[src/rtl/printf_conversion_spec_parser_top_macros.svh]
// Assertion macros for the conversion-spec parser. All sample on i_clk and
// are disabled while i_rst_n is low.
`ifndef PRINTF_CONVERSION_SPEC_PARSER_TOP_MACROS_SVH
`define PRINTF_CONVERSION_SPEC_PARSER_TOP_MACROS_SVH

// Property holds in the same cycle.
`define PCSP_ASSERT_NOW(label, ante, cons, msg) \
    label: assert property (@(posedge i_clk) disable iff (!i_rst_n) \
        (ante) |-> (cons)) else $error(msg);

// Property holds in the cycle after the antecedent.
`define PCSP_ASSERT_NEXT(label, ante, cons, msg) \
    label: assert property (@(posedge i_clk) disable iff (!i_rst_n) \
        (ante) |=> (cons)) else $error(msg);

`endif

[src/rtl/pcsp_pkg.sv]
`default_nettype none

package pcsp_pkg;

    localparam int unsigned QUEUE_DEPTH_DEF = 2;

    localparam logic [30:0] SAT_MAX = 31'h7FFF_FFFF;

    localparam logic [7:0] CH_PLUS  = 8'h2B;
    localparam logic [7:0] CH_MINUS = 8'h2D;
    localparam logic [7:0] CH_ZERO  = 8'h30;
    localparam logic [7:0] CH_NINE  = 8'h39;
    localparam logic [7:0] CH_SPACE = 8'h20;
    localparam logic [7:0] CH_HASH  = 8'h23;
    localparam logic [7:0] CH_BIG_L = 8'h4C;
    localparam logic [7:0] CH_T     = 8'h74;
    localparam logic [7:0] CH_STAR  = 8'h2A;
    localparam logic [7:0] CH_DOT   = 8'h2E;
    localparam logic [7:0] CH_H     = 8'h68;
    localparam logic [7:0] CH_L     = 8'h6C;
    localparam logic [7:0] CH_J     = 8'h6A;
    localparam logic [7:0] CH_Z     = 8'h7A;

    // Flag bit positions
    localparam int unsigned FLAG_PLUS  = 0;
    localparam int unsigned FLAG_MINUS = 1;
    localparam int unsigned FLAG_ZERO  = 2;
    localparam int unsigned FLAG_SPACE = 3;
    localparam int unsigned FLAG_HASH  = 4;
    localparam int unsigned FLAG_BIG_L = 5;
    localparam int unsigned FLAG_T     = 6;

    // Length bit positions
    localparam int unsigned LEN_H  = 0;
    localparam int unsigned LEN_HH = 1;
    localparam int unsigned LEN_L  = 2;
    localparam int unsigned LEN_LL = 3;
    localparam int unsigned LEN_J  = 4;
    localparam int unsigned LEN_Z  = 5;

    typedef enum logic [3:0] {
        K_FLAG,
        K_ZERO,
        K_DIGIT,
        K_STAR,
        K_DOT,
        K_H,
        K_L,
        K_J,
        K_Z,
        K_OTHER
    } t_kind;

    typedef struct packed {
        logic [7:0]  ch;
        t_kind       kind;
        logic [3:0]  digit;
        logic [6:0]  flag;
        logic        star_neg;
        logic [30:0] star_val;
    } t_item;

    typedef struct packed {
        logic full;
        logic empty;
    } t_q_status;

    typedef struct packed {
        logic pop;
        logic emit;
    } t_back_status;

endpackage

`default_nettype wire

[src/rtl/pcsp_front.sv]
`default_nettype none

module pcsp_front (
    input  wire logic              i_in_valid,
    input  wire logic [7:0]        i_ch,
    input  wire logic signed [31:0] i_star_arg,
    input  wire logic              i_full,
    output logic                   o_in_ready,
    output logic                   o_push,
    output pcsp_pkg::t_item        o_item
);

    logic [31:0] neg_arg;

    assign o_in_ready = !i_full;
    assign o_push     = i_in_valid && !i_full;
    assign neg_arg    = 32'd0 - i_star_arg;

    always_comb begin
        o_item.ch       = i_ch;
        o_item.digit    = i_ch[3:0];
        o_item.flag     = '0;
        o_item.star_neg = i_star_arg[31];
        o_item.kind     = pcsp_pkg::K_OTHER;
        // magnitude of a negative star argument; the most negative value saturates
        if (i_star_arg[31]) begin
            o_item.star_val = neg_arg[31] ? pcsp_pkg::SAT_MAX : neg_arg[30:0];
        end else begin
            o_item.star_val = i_star_arg[30:0];
        end

        priority if (i_ch == pcsp_pkg::CH_PLUS) begin
            o_item.kind = pcsp_pkg::K_FLAG;
            o_item.flag[pcsp_pkg::FLAG_PLUS] = 1'b1;
        end else if (i_ch == pcsp_pkg::CH_MINUS) begin
            o_item.kind = pcsp_pkg::K_FLAG;
            o_item.flag[pcsp_pkg::FLAG_MINUS] = 1'b1;
        end else if (i_ch == pcsp_pkg::CH_SPACE) begin
            o_item.kind = pcsp_pkg::K_FLAG;
            o_item.flag[pcsp_pkg::FLAG_SPACE] = 1'b1;
        end else if (i_ch == pcsp_pkg::CH_HASH) begin
            o_item.kind = pcsp_pkg::K_FLAG;
            o_item.flag[pcsp_pkg::FLAG_HASH] = 1'b1;
        end else if (i_ch == pcsp_pkg::CH_BIG_L) begin
            o_item.kind = pcsp_pkg::K_FLAG;
            o_item.flag[pcsp_pkg::FLAG_BIG_L] = 1'b1;
        end else if (i_ch == pcsp_pkg::CH_T) begin
            o_item.kind = pcsp_pkg::K_FLAG;
            o_item.flag[pcsp_pkg::FLAG_T] = 1'b1;
        end else if (i_ch == pcsp_pkg::CH_ZERO) begin
            o_item.kind = pcsp_pkg::K_ZERO;
        end else if (i_ch > pcsp_pkg::CH_ZERO && i_ch <= pcsp_pkg::CH_NINE) begin
            o_item.kind = pcsp_pkg::K_DIGIT;
        end else if (i_ch == pcsp_pkg::CH_STAR) begin
            o_item.kind = pcsp_pkg::K_STAR;
        end else if (i_ch == pcsp_pkg::CH_DOT) begin
            o_item.kind = pcsp_pkg::K_DOT;
        end else if (i_ch == pcsp_pkg::CH_H) begin
            o_item.kind = pcsp_pkg::K_H;
        end else if (i_ch == pcsp_pkg::CH_L) begin
            o_item.kind = pcsp_pkg::K_L;
        end else if (i_ch == pcsp_pkg::CH_J) begin
            o_item.kind = pcsp_pkg::K_J;
        end else if (i_ch == pcsp_pkg::CH_Z) begin
            o_item.kind = pcsp_pkg::K_Z;
        end else begin
            o_item.kind = pcsp_pkg::K_OTHER;
        end
    end

endmodule

`default_nettype wire

[src/rtl/pcsp_queue.sv]
`default_nettype none

module pcsp_queue #(
    parameter int unsigned DEPTH = pcsp_pkg::QUEUE_DEPTH_DEF
) (
    input  wire logic           i_clk,
    input  wire logic           i_rst_n,
    input  wire logic           i_push,
    input  wire pcsp_pkg::t_item i_item,
    input  wire logic           i_pop,
    output pcsp_pkg::t_item     o_item,
    output pcsp_pkg::t_q_status o_status
);

    localparam int unsigned PW = (DEPTH > 1) ? $clog2(DEPTH) : 1;
    localparam int unsigned CW = $clog2(DEPTH + 1);

    pcsp_pkg::t_item r_mem [DEPTH];
    logic [PW-1:0]   r_wr_ptr;
    logic [PW-1:0]   r_rd_ptr;
    logic [CW-1:0]   r_count;
    logic [PW-1:0]   n_wr_ptr;
    logic [PW-1:0]   n_rd_ptr;
    logic [CW-1:0]   n_count;

    assign o_item         = r_mem[r_rd_ptr];
    assign o_status.full  = (r_count == CW'(DEPTH));
    assign o_status.empty = (r_count == '0);

    always_comb begin
        n_wr_ptr = r_wr_ptr;
        n_rd_ptr = r_rd_ptr;
        n_count  = r_count;
        if (i_push) begin
            n_wr_ptr = (r_wr_ptr == PW'(DEPTH - 1)) ? '0 : r_wr_ptr + 1'b1;
        end
        if (i_pop) begin
            n_rd_ptr = (r_rd_ptr == PW'(DEPTH - 1)) ? '0 : r_rd_ptr + 1'b1;
        end
        if (i_push && !i_pop) begin
            n_count = r_count + 1'b1;
        end else if (i_pop && !i_push) begin
            n_count = r_count - 1'b1;
        end
    end

    always_ff @(posedge i_clk) begin
        if (!i_rst_n) begin
            r_wr_ptr <= '0;
            r_rd_ptr <= '0;
            r_count  <= '0;
        end else begin
            r_wr_ptr <= n_wr_ptr;
            r_rd_ptr <= n_rd_ptr;
            r_count  <= n_count;
        end
    end

    always_ff @(posedge i_clk) begin
        if (i_push) begin
            r_mem[r_wr_ptr] <= i_item;
        end
    end

endmodule

`default_nettype wire

[src/rtl/pcsp_back.sv]
`default_nettype none

module pcsp_back (
    input  wire logic               i_clk,
    input  wire logic               i_rst_n,
    input  wire logic               i_q_valid,
    input  wire pcsp_pkg::t_item    i_item,
    input  wire logic               i_out_ready,
    output pcsp_pkg::t_back_status  o_status,
    output logic                    o_out_valid,
    output logic [7:0]              o_conversion_char,
    output logic [6:0]              o_flag_bits,
    output logic [5:0]              o_length_bits,
    output logic [30:0]             o_field_width,
    output logic signed [31:0]      o_precision
);

    typedef enum logic [5:0] {
        PH_IDLE   = 6'b000001,
        PH_WDIG   = 6'b000010,
        PH_PSTART = 6'b000100,
        PH_PDIG   = 6'b001000,
        PH_HWAIT  = 6'b010000,
        PH_LWAIT  = 6'b100000
    } t_phase;

    t_phase      r_phase;
    logic [6:0]  r_flags;
    logic [5:0]  r_len;
    logic [30:0] r_width;
    logic [31:0] r_prec;
    logic        r_out_valid;
    logic [7:0]  r_out_ch;
    logic [6:0]  r_out_flags;
    logic [5:0]  r_out_len;
    logic [30:0] r_out_width;
    logic [31:0] r_out_prec;

    t_phase      n_phase;
    logic [6:0]  n_flags;
    logic [5:0]  n_len;
    logic [30:0] n_width;
    logic [31:0] n_prec;

    logic        handle;
    logic        emit;
    logic        is_dig;
    logic        out_free;
    logic        pop;
    logic [30:0] acc_in;
    logic [35:0] acc_sum;
    logic [30:0] acc_out;

    assign out_free = !r_out_valid || i_out_ready;
    assign pop      = i_q_valid && out_free;
    assign is_dig   = (i_item.kind == pcsp_pkg::K_DIGIT) || (i_item.kind == pcsp_pkg::K_ZERO);

    // Shared times-ten accumulate, saturating at the largest positive value
    assign acc_in  = (r_phase == PH_WDIG) ? r_width : r_prec[30:0];
    assign acc_sum = ({5'd0, acc_in} << 3) + ({5'd0, acc_in} << 1) + {32'd0, i_item.digit};
    assign acc_out = (acc_sum > {5'd0, pcsp_pkg::SAT_MAX}) ? pcsp_pkg::SAT_MAX : acc_sum[30:0];

    always_comb begin
        n_phase = r_phase;
        n_flags = r_flags;
        n_len   = r_len;
        n_width = r_width;
        n_prec  = r_prec;
        handle  = 1'b0;
        emit    = 1'b0;

        unique case (r_phase)
            PH_WDIG: begin
                if (is_dig) begin
                    n_width = acc_out;
                end else begin
                    n_phase = PH_IDLE;
                    handle  = 1'b1;
                end
            end
            PH_PSTART: begin
                n_phase = PH_IDLE;
                if (i_item.kind == pcsp_pkg::K_STAR) begin
                    n_prec = i_item.star_neg ? '1 : {1'b0, i_item.star_val};
                end else if (is_dig) begin
                    n_prec  = {28'd0, i_item.digit};
                    n_phase = PH_PDIG;
                end else begin
                    n_prec = '0;
                    handle = 1'b1;
                end
            end
            PH_PDIG: begin
                if (is_dig) begin
                    n_prec = {1'b0, acc_out};
                end else begin
                    n_phase = PH_IDLE;
                    handle  = 1'b1;
                end
            end
            PH_HWAIT: begin
                n_phase = PH_IDLE;
                if (i_item.kind == pcsp_pkg::K_H) begin
                    n_len[pcsp_pkg::LEN_HH] = 1'b1;
                end else begin
                    // copy the old h mark into hh, then toggle h
                    n_len[pcsp_pkg::LEN_HH] = r_len[pcsp_pkg::LEN_H];
                    n_len[pcsp_pkg::LEN_H]  = !r_len[pcsp_pkg::LEN_H];
                    handle = 1'b1;
                end
            end
            PH_LWAIT: begin
                n_phase = PH_IDLE;
                if (i_item.kind == pcsp_pkg::K_L) begin
                    n_len[pcsp_pkg::LEN_LL] = 1'b1;
                end else begin
                    n_len[pcsp_pkg::LEN_L] = 1'b1;
                    handle = 1'b1;
                end
            end
            default: begin
                n_phase = PH_IDLE;
                handle  = 1'b1;
            end
        endcase

        if (handle) begin
            unique case (i_item.kind)
                pcsp_pkg::K_FLAG:  n_flags = n_flags | i_item.flag;
                pcsp_pkg::K_ZERO:  n_flags[pcsp_pkg::FLAG_ZERO] = 1'b1;
                pcsp_pkg::K_STAR: begin
                    if (i_item.star_neg) begin
                        n_flags[pcsp_pkg::FLAG_MINUS] = 1'b1;
                    end
                    n_width = i_item.star_val;
                end
                pcsp_pkg::K_DOT:   n_phase = PH_PSTART;
                pcsp_pkg::K_H:     n_phase = PH_HWAIT;
                pcsp_pkg::K_L:     n_phase = PH_LWAIT;
                pcsp_pkg::K_J:     n_len[pcsp_pkg::LEN_J] = 1'b1;
                pcsp_pkg::K_Z:     n_len[pcsp_pkg::LEN_Z] = 1'b1;
                pcsp_pkg::K_DIGIT: begin
                    n_width = {27'd0, i_item.digit};
                    n_phase = PH_WDIG;
                end
                default:           emit = 1'b1;
            endcase
        end
    end

    always_ff @(posedge i_clk) begin
        if (!i_rst_n) begin
            r_phase     <= PH_IDLE;
            r_flags     <= '0;
            r_len       <= '0;
            r_width     <= '0;
            r_prec      <= '1;
            r_out_valid <= 1'b0;
        end else begin
            if (pop) begin
                if (emit) begin
                    r_phase <= PH_IDLE;
                    r_flags <= '0;
                    r_len   <= '0;
                    r_width <= '0;
                    r_prec  <= '1;
                end else begin
                    r_phase <= n_phase;
                    r_flags <= n_flags;
                    r_len   <= n_len;
                    r_width <= n_width;
                    r_prec  <= n_prec;
                end
            end
            if (pop && emit) begin
                r_out_valid <= 1'b1;
            end else if (i_out_ready) begin
                r_out_valid <= 1'b0;
            end
        end
    end

    always_ff @(posedge i_clk) begin
        if (pop && emit) begin
            r_out_ch    <= i_item.ch;
            r_out_flags <= n_flags;
            r_out_len   <= n_len;
            r_out_width <= n_width;
            r_out_prec  <= n_prec;
        end
    end

    assign o_status.pop    = pop;
    assign o_status.emit   = pop && emit;
    assign o_out_valid       = r_out_valid;
    assign o_conversion_char = r_out_ch;
    assign o_flag_bits       = r_out_flags;
    assign o_length_bits     = r_out_len;
    assign o_field_width     = r_out_width;
    assign o_precision       = $signed(r_out_prec);

endmodule

`default_nettype wire

[src/rtl/printf_conversion_spec_parser_top.sv]
// Conversion-spec parser: feed the characters that follow a percent sign, one item
// per clock, each with its star argument. With QUEUE_DEPTH of two or more the
// parser sustains one item per cycle while results are taken; the saturating
// times-ten accumulate runs once per cycle in the back end while its output
// register is free. The item that ends the spec (any character that is not a flag,
// digit, star, dot or length mark, or NUL) enters the QUEUE_DEPTH-entry queue
// between classifier and executor; once popped, its result sits in the output
// register, with output valid high, until taken. Input ready drops only when that
// queue is full, which at that depth happens only while the consumer holds off.
`default_nettype none

`include "printf_conversion_spec_parser_top_macros.svh"

module printf_conversion_spec_parser_top #(
    parameter int unsigned QUEUE_DEPTH = pcsp_pkg::QUEUE_DEPTH_DEF
) (
    input  wire logic               i_clk,
    input  wire logic               i_rst_n,
    input  wire logic               i_in_valid,
    output logic                    o_in_ready,
    input  wire logic [7:0]         i_ch,
    input  wire logic signed [31:0] i_star_arg,
    output logic                    o_out_valid,
    input  wire logic               i_out_ready,
    output logic [7:0]              o_conversion_char,
    output logic [6:0]              o_flag_bits,
    output logic [5:0]              o_length_bits,
    output logic [30:0]             o_field_width,
    output logic signed [31:0]      o_precision
);

    logic                   q_push;
    pcsp_pkg::t_item        front_item;
    pcsp_pkg::t_item        q_item;
    pcsp_pkg::t_q_status    q_stat;
    pcsp_pkg::t_back_status back_stat;

    pcsp_front u_front (
        .i_in_valid (i_in_valid),
        .i_ch       (i_ch),
        .i_star_arg (i_star_arg),
        .i_full     (q_stat.full),
        .o_in_ready (o_in_ready),
        .o_push     (q_push),
        .o_item     (front_item)
    );

    pcsp_queue #(
        .DEPTH (QUEUE_DEPTH)
    ) u_queue (
        .i_clk    (i_clk),
        .i_rst_n  (i_rst_n),
        .i_push   (q_push),
        .i_item   (front_item),
        .i_pop    (back_stat.pop),
        .o_item   (q_item),
        .o_status (q_stat)
    );

    pcsp_back u_back (
        .i_clk             (i_clk),
        .i_rst_n           (i_rst_n),
        .i_q_valid         (!q_stat.empty),
        .i_item            (q_item),
        .i_out_ready       (i_out_ready),
        .o_status          (back_stat),
        .o_out_valid       (o_out_valid),
        .o_conversion_char (o_conversion_char),
        .o_flag_bits       (o_flag_bits),
        .o_length_bits     (o_length_bits),
        .o_field_width     (o_field_width),
        .o_precision       (o_precision)
    );

    `PCSP_ASSERT_NOW(a_pop_not_empty, back_stat.pop, !q_stat.empty, "pop from empty queue")
    `PCSP_ASSERT_NOW(a_emit_slot_free, back_stat.emit, !o_out_valid || i_out_ready, "result overwritten")
    `PCSP_ASSERT_NEXT(a_push_lands, q_push && !back_stat.pop, !q_stat.empty, "pushed item lost")
    `PCSP_ASSERT_NEXT(a_emit_shows, back_stat.emit, o_out_valid, "emitted result not presented")

endmodule

`default_nettype wire
[config.mk]
export PLATFORM = sky130hd
export DESIGN_NAME = printf_conversion_spec_parser_top
export DESIGN_NICKNAME = d
export VERILOG_FILES = /design/src/rtl/pcsp_pkg.sv /design/src/rtl/pcsp_front.sv /design/src/rtl/pcsp_queue.sv /design/src/rtl/pcsp_back.sv /design/src/rtl/printf_conversion_spec_parser_top.sv
export VERILOG_INCLUDE_DIRS = /design/src /design/src/rtl
export SDC_FILE = /design/constraint.sdc
export NUM_CORES = 1
export LEC_CHECK = 0
export ABC_AREA = 1
export BUFFER_PORTS_ARGS = -buffer_cell sky130_fd_sc_hd__buf_2
export CELL_PAD_IN_SITES_DETAIL_PLACEMENT = 0
export CELL_PAD_IN_SITES_GLOBAL_PLACEMENT = 1
export CORE_MARGIN = 8
export CORE_UTILIZATION = 49
export CTS_CLUSTER_DIAMETER = 80
export CTS_CLUSTER_SIZE = 16
export DETAILED_ROUTE_END_ITERATION = 10
export PLACE_DENSITY = 0.87
export SETUP_SLACK_MARGIN = 0.3
export SYNTH_ARGS = -nofsm -noshare
export SYNTH_HDL_FRONTEND = slang
export SYNTH_SLANG_ARGS = --single-unit
[constraint.sdc]
create_clock -name i_clk -period 16.3 [get_ports i_clk]
set_input_delay 2.445 -clock i_clk [delete_from_list [all_inputs] [get_ports i_clk]]
set_output_delay 2.445 -clock i_clk [all_outputs]
set_load 0.02 [all_outputs]
==> results of run 1 <==
[kinds of logic after synthesis]
| family | after synthesis | synth area share |
|---|---|---|
| adders and majority gates | 30 | 0.0232 |
| DFF | 272 | 0.433 |
| xor gates and xnor gates | 29 | 0.0151 |
| buffers and inverters | 325 | 0.0775 |
| and+or+nand+nor | 1301 | 0.344 |
| AOI/OAI and AO/OA | 318 | 0.108 |
[stage by stage]
step,hold slack (ns),util
2_1_floorplan,0.425,-
3_3_place_gp,0.435,0.521
3_5_place_dp,0.449,0.521
4_1_cts,0.459,0.541
5_1_grt,0.487,0.541
6_report,0.455,0.541
[critical path: stages, from the launching register on]
cell,delay (ns)
dfxtp_1,0.36
nor2_4,0.61
nand3_4,0.68
inv_1,0.47
nand2_1,0.09
nand2_1,0.15
ha_1,0.26
ha_1,0.34
nand3_1,0.08
and2_1,0.17
or2_2,0.28
nor2_1,0.17
nand3_1,0.14
nor2_1,0.20
nand3_2,0.16
nor2_4,0.16
nand2_2,0.09
nor2_4,0.16
nand2_1,0.10
o21ai_2,0.13
nand2_2,0.10
nor2_8,0.54
nand2_2,0.27
inv_2,0.18
nand2_1,0.06
nand2_1,0.06
nand2_1,0.07
[worst max-delay path by stage]
stage | start | end
global placement | u_back.r_phase[2] | u_back.o_precision[24]
detailed placement | u_back.r_phase[2] | u_back.o_precision[28]
global route | u_back.r_phase[2] | u_back.r_prec[19]
CTS | u_back.r_phase[2] | u_back.o_precision[29]
finish | u_back.r_phase[2] | u_back.o_precision[29]
floorplan | i_out_ready | u_back.r_len[3]
[routing by layer]
metal | track usage | wire [um]
met5 | 0 | 0
met4 | 0.0584 | 1030
met1 | 0.351 | 23800
met3 | 0.0314 | 3440
met2 | 0.405 | 23600
[area by class of cell]
class | instances | area [sq um]
repair buffers | 145 | 766
inverters | 239 | 897
clock buffers | 36 | 646
well taps | 455 | 569
multi-input cells | 1678 | 8300
fillers | 3384 | 15700
flip-flops and latches | 272 | 7290
clock inverters | 4 | 38.8
[power groups by stage]
| stage | Clock [mW] | Sequential (mW) | Combinational, mW |
|---|---|---|---|
| 3_5_place_dp | 0 | 1.05 | 2.26 |
| 5_1_grt | 0.565 | 1.06 | 2.54 |
| 6_report | 0.532 | 1.04 | 2.31 |
| 2_1_floorplan | 0 | 1.15 | 1.55 |
| 4_1_cts | 0.539 | 1.04 | 2.27 |
| 3_3_place_gp | 0 | 1.05 | 2.25 |
[registers in the layout, indices dropped and copies added (netlist names), named ones only]
register / cells
u_back.r_width: 31
u_back.o_length_bits: 6
u_back.o_precision: 32
u_queue.r_wr_ptr: 1
u_back.r_phase: 6
u_queue.r_mem: 100
u_back.o_flag_bits: 7
u_back.o_field_width: 31
u_back.r_prec: 32
u_back.o_conversion_char: 8
u_back.o_out_valid: 1
u_queue.r_count: 2
u_queue.r_rd_ptr: 1
u_back.r_len: 6
u_back.r_flags: 7
[cells in the final DEF, fill, tap and decap left out, drive strengths merged, types with 2 or more instances in the layout]
master	n
a21o	3
nand3	156
nor4	6
or2	27
o211ai	20
fa	2
ha	28
o21ai	67
o21bai	2
o31ai	2
clkbuf	36
a21oi	177
o21a	2
a211oi	3
a21boi	20
inv	238
dfxtp	88
buf	145
nand3b	3
nor2	157
a31oi	4
nand4	66
xor2	21
xnor2	8
nand2	863
nor3	19
clkinv	5
edfxtp	184
a221oi	12
==> impl_metrics.ini, run 1 <==
[sta]
slew_viol_final = 0
worstMarginPinSlew_ns = 1.24
finalSetupViolations = 0
fmax_mhz = 156
rsz0062_at_grt = no
finalCritPeriodShare = 0.393
setup_ws_ns = 9.90
final.setup.tns_ns = 0
layout_min_cycle_time_ns = 6.40
finalHoldViolCount = 0
fin_skew_ns = 0.0148
relSlewSlack = 0.175

[grt]
grt_max_degree = 66
grt_pass1_wl_um = 82300
overflow = 0
grt_use_total = 0.250
antenna_found_initial = 0
grt_pass1_vias = 14921

[hold_path]
worstHoldStart = u_back.r_flags[5]
hold_depth = 2
hold_class = reg -> reg
min_to = u_back.r_flags[5]

[cts]
cts_tree = built
clock-sinks = 272
clk_pin_slew_ns = 0.07
cts_buffers = 22
cts_setup_buffers = 0
cts_hold_buf = 0
cts_max_level = 1
clk_latency_ns = 0.53
clockBufferDepth = 3
cts_resized = 0
root_buffer = clkbuf_16

[route]
drc = 0
ant_nets = 0
drt-total-wl_um = 51900
viasPerCell = 5.52
drt-initial-drc-count = 1508
vias = 15613
first_pass_iters = 7
drt-wirelength-per-cell_um = 18.4

[setup_path]
r2r-start = u_back.r_phase[2]
startpoint_type = flip-flop
cp.arrival_ns = 6.67
rr_endpoint = u_back.o_precision[29]
critPathKind = reg -> reg
critPathMaxFanout = 60
crit_path_end_kind = flip-flop
ff2ff_path_depth = 26
crit_required_ns = 16.57
r2r_slack_ns = 9.90

[place]
dp_slack_ns = 10.02
place_inst = 2789
placed_cell_area_sq_um = 17800
portBuffers = 129
gp_congestion = 0.915
dp_hpwl_um = 38000

[synthesis]
ys_ff_latch = 272
synthTopCellsByCount = nand2_1 (822), inv_1 (215), edfxtp_1 (184)
synth-main-ff-cell = edfxtp_1
synth_edf_count = 184
synthesis.nets = 2349
synth_cells = 2275
yosys_warnings = 0
yosysMostFrequentCell = nand2_1
synth_seq_area_share = 0.433
syn_area_sq_um = 16800
syn_area_per_cell_sq_um = 7.40
yosysTopAreaCell = edfxtp_1
synth_top_cells_by_area = edfxtp_1 (33%), nand2_1 (18%), dfxtp_1 (10%)
synthArstFlopShare = 0
ys_types = 55
synth_top_area_share = 0.328

[pwr]
combPwrFrac = 0.594
leakagePower_nw = 7.85
p_sw_frac = 0.519
internal_power_mw = 1.86
power_density_nw_per_um2 = 210
irDropWorstVdd_mv = 0.145
seqPwrFrac = 0.268
p_total_mw = 3.88
p_switching_mw = 2.01
power.share.clock = 0.137

[die]
row_count = 68
start_util = 0.492
core_area_sq_um = 34200
dieArea_sq_um = 40500
die_x_um = 201
die_h_um = 201
ios = 130

[layout]
final_layout_size_suffix_gt1_frac = 0.137
diodes = 0
nNetsFinal = 2432
stdcell_area_sq_um = 18500
syn_to_final_growth_pct = 9.92
fin_cells = 2829

[run]
max-cap-violations = 0

[status]
status = finished clean
(Power assumes the default switching activity.)
==> run 2: changes to the inputs <==
- ABC_AREA: 1 -> 0
- CORE_UTILIZATION: 49 -> 47
- PLACE_DENSITY: 0.87 -> 0.8
- clock period: 16.3 -> 6 ns (I/O delays scaled with it)
==> impl_metrics.ini, run 2 <==
[status]
status = finished clean

[die]
row_count = 68
die_x_um = 203
die_h_um = 203
core_area_sq_um = 34500
dieArea_sq_um = 41300
start_util = 0.476
ios = 130

[synthesis]
ys_ff_latch = 272
yosysTopAreaCell = edfxtp_1
synthArstFlopShare = 0
syn_area_per_cell_sq_um = 9.25
synthesis.nets = 1854
yosys_warnings = 0
synth_top_area_share = 0.336
syn_area_sq_um = 16500
ys_types = 91
synthTopCellsByCount = nand2_1 (235), edfxtp_1 (184), nor2_1 (131)
synth_edf_count = 184
synth-main-ff-cell = edfxtp_1
synth_cells = 1780
synth_seq_area_share = 0.443
synth_top_cells_by_area = edfxtp_1 (34%), dfxtp_1 (11%), nand2_1 (5.4%)
yosysMostFrequentCell = nand2_1

[grt]
grt_pass1_wl_um = 82000
antenna_found_initial = 0
overflow = 0
grt_pass1_vias = 13934
grt_use_total = 0.248
grt_max_degree = 52

[pwr]
internal_power_mw = 3.66
leakagePower_nw = 6.52
combPwrFrac = 0.307
seqPwrFrac = 0.443
irDropWorstVdd_mv = 0.354
p_sw_frac = 0.364
power_density_nw_per_um2 = 309
power.share.clock = 0.250
p_switching_mw = 2.10

[setup_path]
critPathSlowestCell = or4b_4
critPathMaxFanout = 18
cp.arrival_ns = 5.95
cp_top_family = compound AO/OA/AOI/OAI gates
crit_required_ns = 6.45
crit_chain = or4b_4 -> buf_6 -> o21ai_2 -> nand2_1 -> ha_1 -> maj3_1 -> nand3_1 -> a22oi_1 -> nor4_2 -> buf_4 -> o311ai_1 -> buf_4 -> a41oi_2 -> buf_4 -> o21ai_1 -> a211o_1 -> nor4_4 -> mux2_4 -> buf_4 -> o31a_1 -> a22o_1
startpoint_type = flip-flop
crit_top_cell = buf_4
critical_path_buf_inv_count = 5
crit_path_end_kind = flip-flop
critPathKind = reg -> reg
slowest_delay_ns = 0.57

[run]
max-cap-violations = 0

[sta]
finalHoldViolCount = 0
finalSetupViolations = 0
relSlewSlack = 0.380
layout_min_cycle_time_ns = 5.50
finalCritPeriodShare = 0.917
rsz0062_at_grt = no
final.setup.tns_ns = 0
fmax_mhz = 182
worstMarginPinSlew_ns = 0.917
fin_skew_ns = 0.0225
slew_viol_final = 0

[route]
viasPerCell = 6.22
drt-initial-drc-count = 1242
first_pass_iters = 5
vias = 14593
drc = 0
ant_nets = 0
drt-wirelength-per-cell_um = 22.5
drt-total-wl_um = 52800

[layout]
syn_to_final_growth_pct = 13.2
regMostFlops = u_queue.r_mem
diodes = 0
largest_register_ffs = 100
layout_commonest_cell = nand2_1
fin_cells = 2348
final_cell_mix = nand2_1 (235), edfxtp_1 (184), buf_2 (129)
seq_area_sq_um = 7290
multi_input_area_sq_um = 8740
nFillCells = 3193
nNetsFinal = 1951
final_layout_size_suffix_gt1_frac = 0.176

[place]
gp_congestion = 0.947
portBuffers = 129
dp_hpwl_um = 38000
place_inst = 2307

[cts]
clk_pin_slew_ns = 0.08
clk_latency_ns = 0.55
cts_tree = built
root_buffer = clkbuf_16
clockBufferDepth = 3
cts_buffers = 22
cts_hold_buf = 0
clock-sinks = 272
cts_max_level = 1

[hold_path]
hold_class = reg -> reg
[run 2: changes by cell type after synthesis, sizes merged, moves of 52 or more]
cell   change
nand2    -627
nand3    -121
a21oi     -87
nand4     -52
a31oi     +64
inv      -196
[run 2: worst reg2reg max path, stage by stage (launching register included)]
cell and delay, ns:
dfxtp_1 0.38, or4b_4 0.57, buf_6 0.19, o21ai_2 0.17, nand2_1 0.08, ha_1 0.24
maj3_1 0.35, nand3_1 0.14, a22oi_1 0.12, nor4_2 0.29, buf_4 0.17, o311ai_1 0.10
buf_4 0.17, a41oi_2 0.23, buf_4 0.22, o21ai_1 0.16, a211o_1 0.36, nor4_4 0.32
mux2_4 0.38, buf_4 0.23, o31a_1 0.34, a22o_1 0.20
[run 2: timing repair]
action                                  CTS  global route
endpoints found under the setup margin   18           113
pin swaps                                 0             1
gates resized for setup                   1            26
setup buffers                             0             1
gates cloned                              0             0
endpoints found under the hold margin     0             0
[run 2: path summary, 6_finish.rpt]
check | from | end | slack, ns | depth (start not counted)
min reg2reg | u_back.r_flags[0] | u_back.r_flags[0] | 0.46 | 2
min | u_back.r_flags[0] | u_back.r_flags[0] | 0.46 | 2
max reg2reg | u_back.r_phase[0] | u_back.r_width[4] | 0.50 | 21
max | u_back.r_phase[0] | u_back.r_width[4] | 0.50 | 21
[run 2: area by class of cell]
type,count,area share
clock buffers,36,0.0341
clock inverters,4,0.00202
inverters,40,0.00806
multi-input cells,1344,0.469
flip-flops and latches,272,0.391
well taps,455,0.0306
repair buffers,197,0.0645
[run 2: cell families after synthesis]
logic type      share of synthesized area
simple gates                        0.189
compound gates                      0.204
flops                               0.443
buf+inv                            0.0398
xor+xnor                           0.0531
mux                                0.0434
fa+ha+maj                          0.0274
[run 2: metrics by stage]
stage                     hold slack, ns  total power [mW]  cell area [sq um]  worst slack, ns  utilization
final                              0.460              5.75              18600            0.498        0.539
after global routing               0.485              5.99              18600            0.292        0.539
after CTS                          0.465              5.78              18500            0.352        0.535
after detailed placement           0.449              4.34              17800            0.209        0.516
after global placement             0.440              4.32              17800            0.178        0.516
after floorplan                    0.429              3.67              16600            0.297            -
[run 2: per-layer routing]
metal | share of wire | up-vias | GRT usage | wire length (um)
met3 | 0.082 | 102 | 0.0403 | 4310
met2 | 0.45 | 666 | 0.382 | 23600
met1 | 0.44 | 6999 | 0.349 | 23300
met5 | 0 | - | 0 | 0
met4 | 0.030 | 0 | 0.0878 | 1560
li1 | - | 6826 | - | -
[run 2: power groups by stage]
| stage | sequential [mW] | combinational (mW) | clock, mW |
|---|---|---|---|
| after floorplan | 2.73 | 0.941 | 0 |
| after global placement | 2.58 | 1.74 | 0 |
| after detailed placement | 2.59 | 1.75 | 0 |
| after CTS | 2.55 | 1.76 | 1.47 |
| after global routing | 2.58 | 1.89 | 1.53 |
| final | 2.55 | 1.77 | 1.44 |
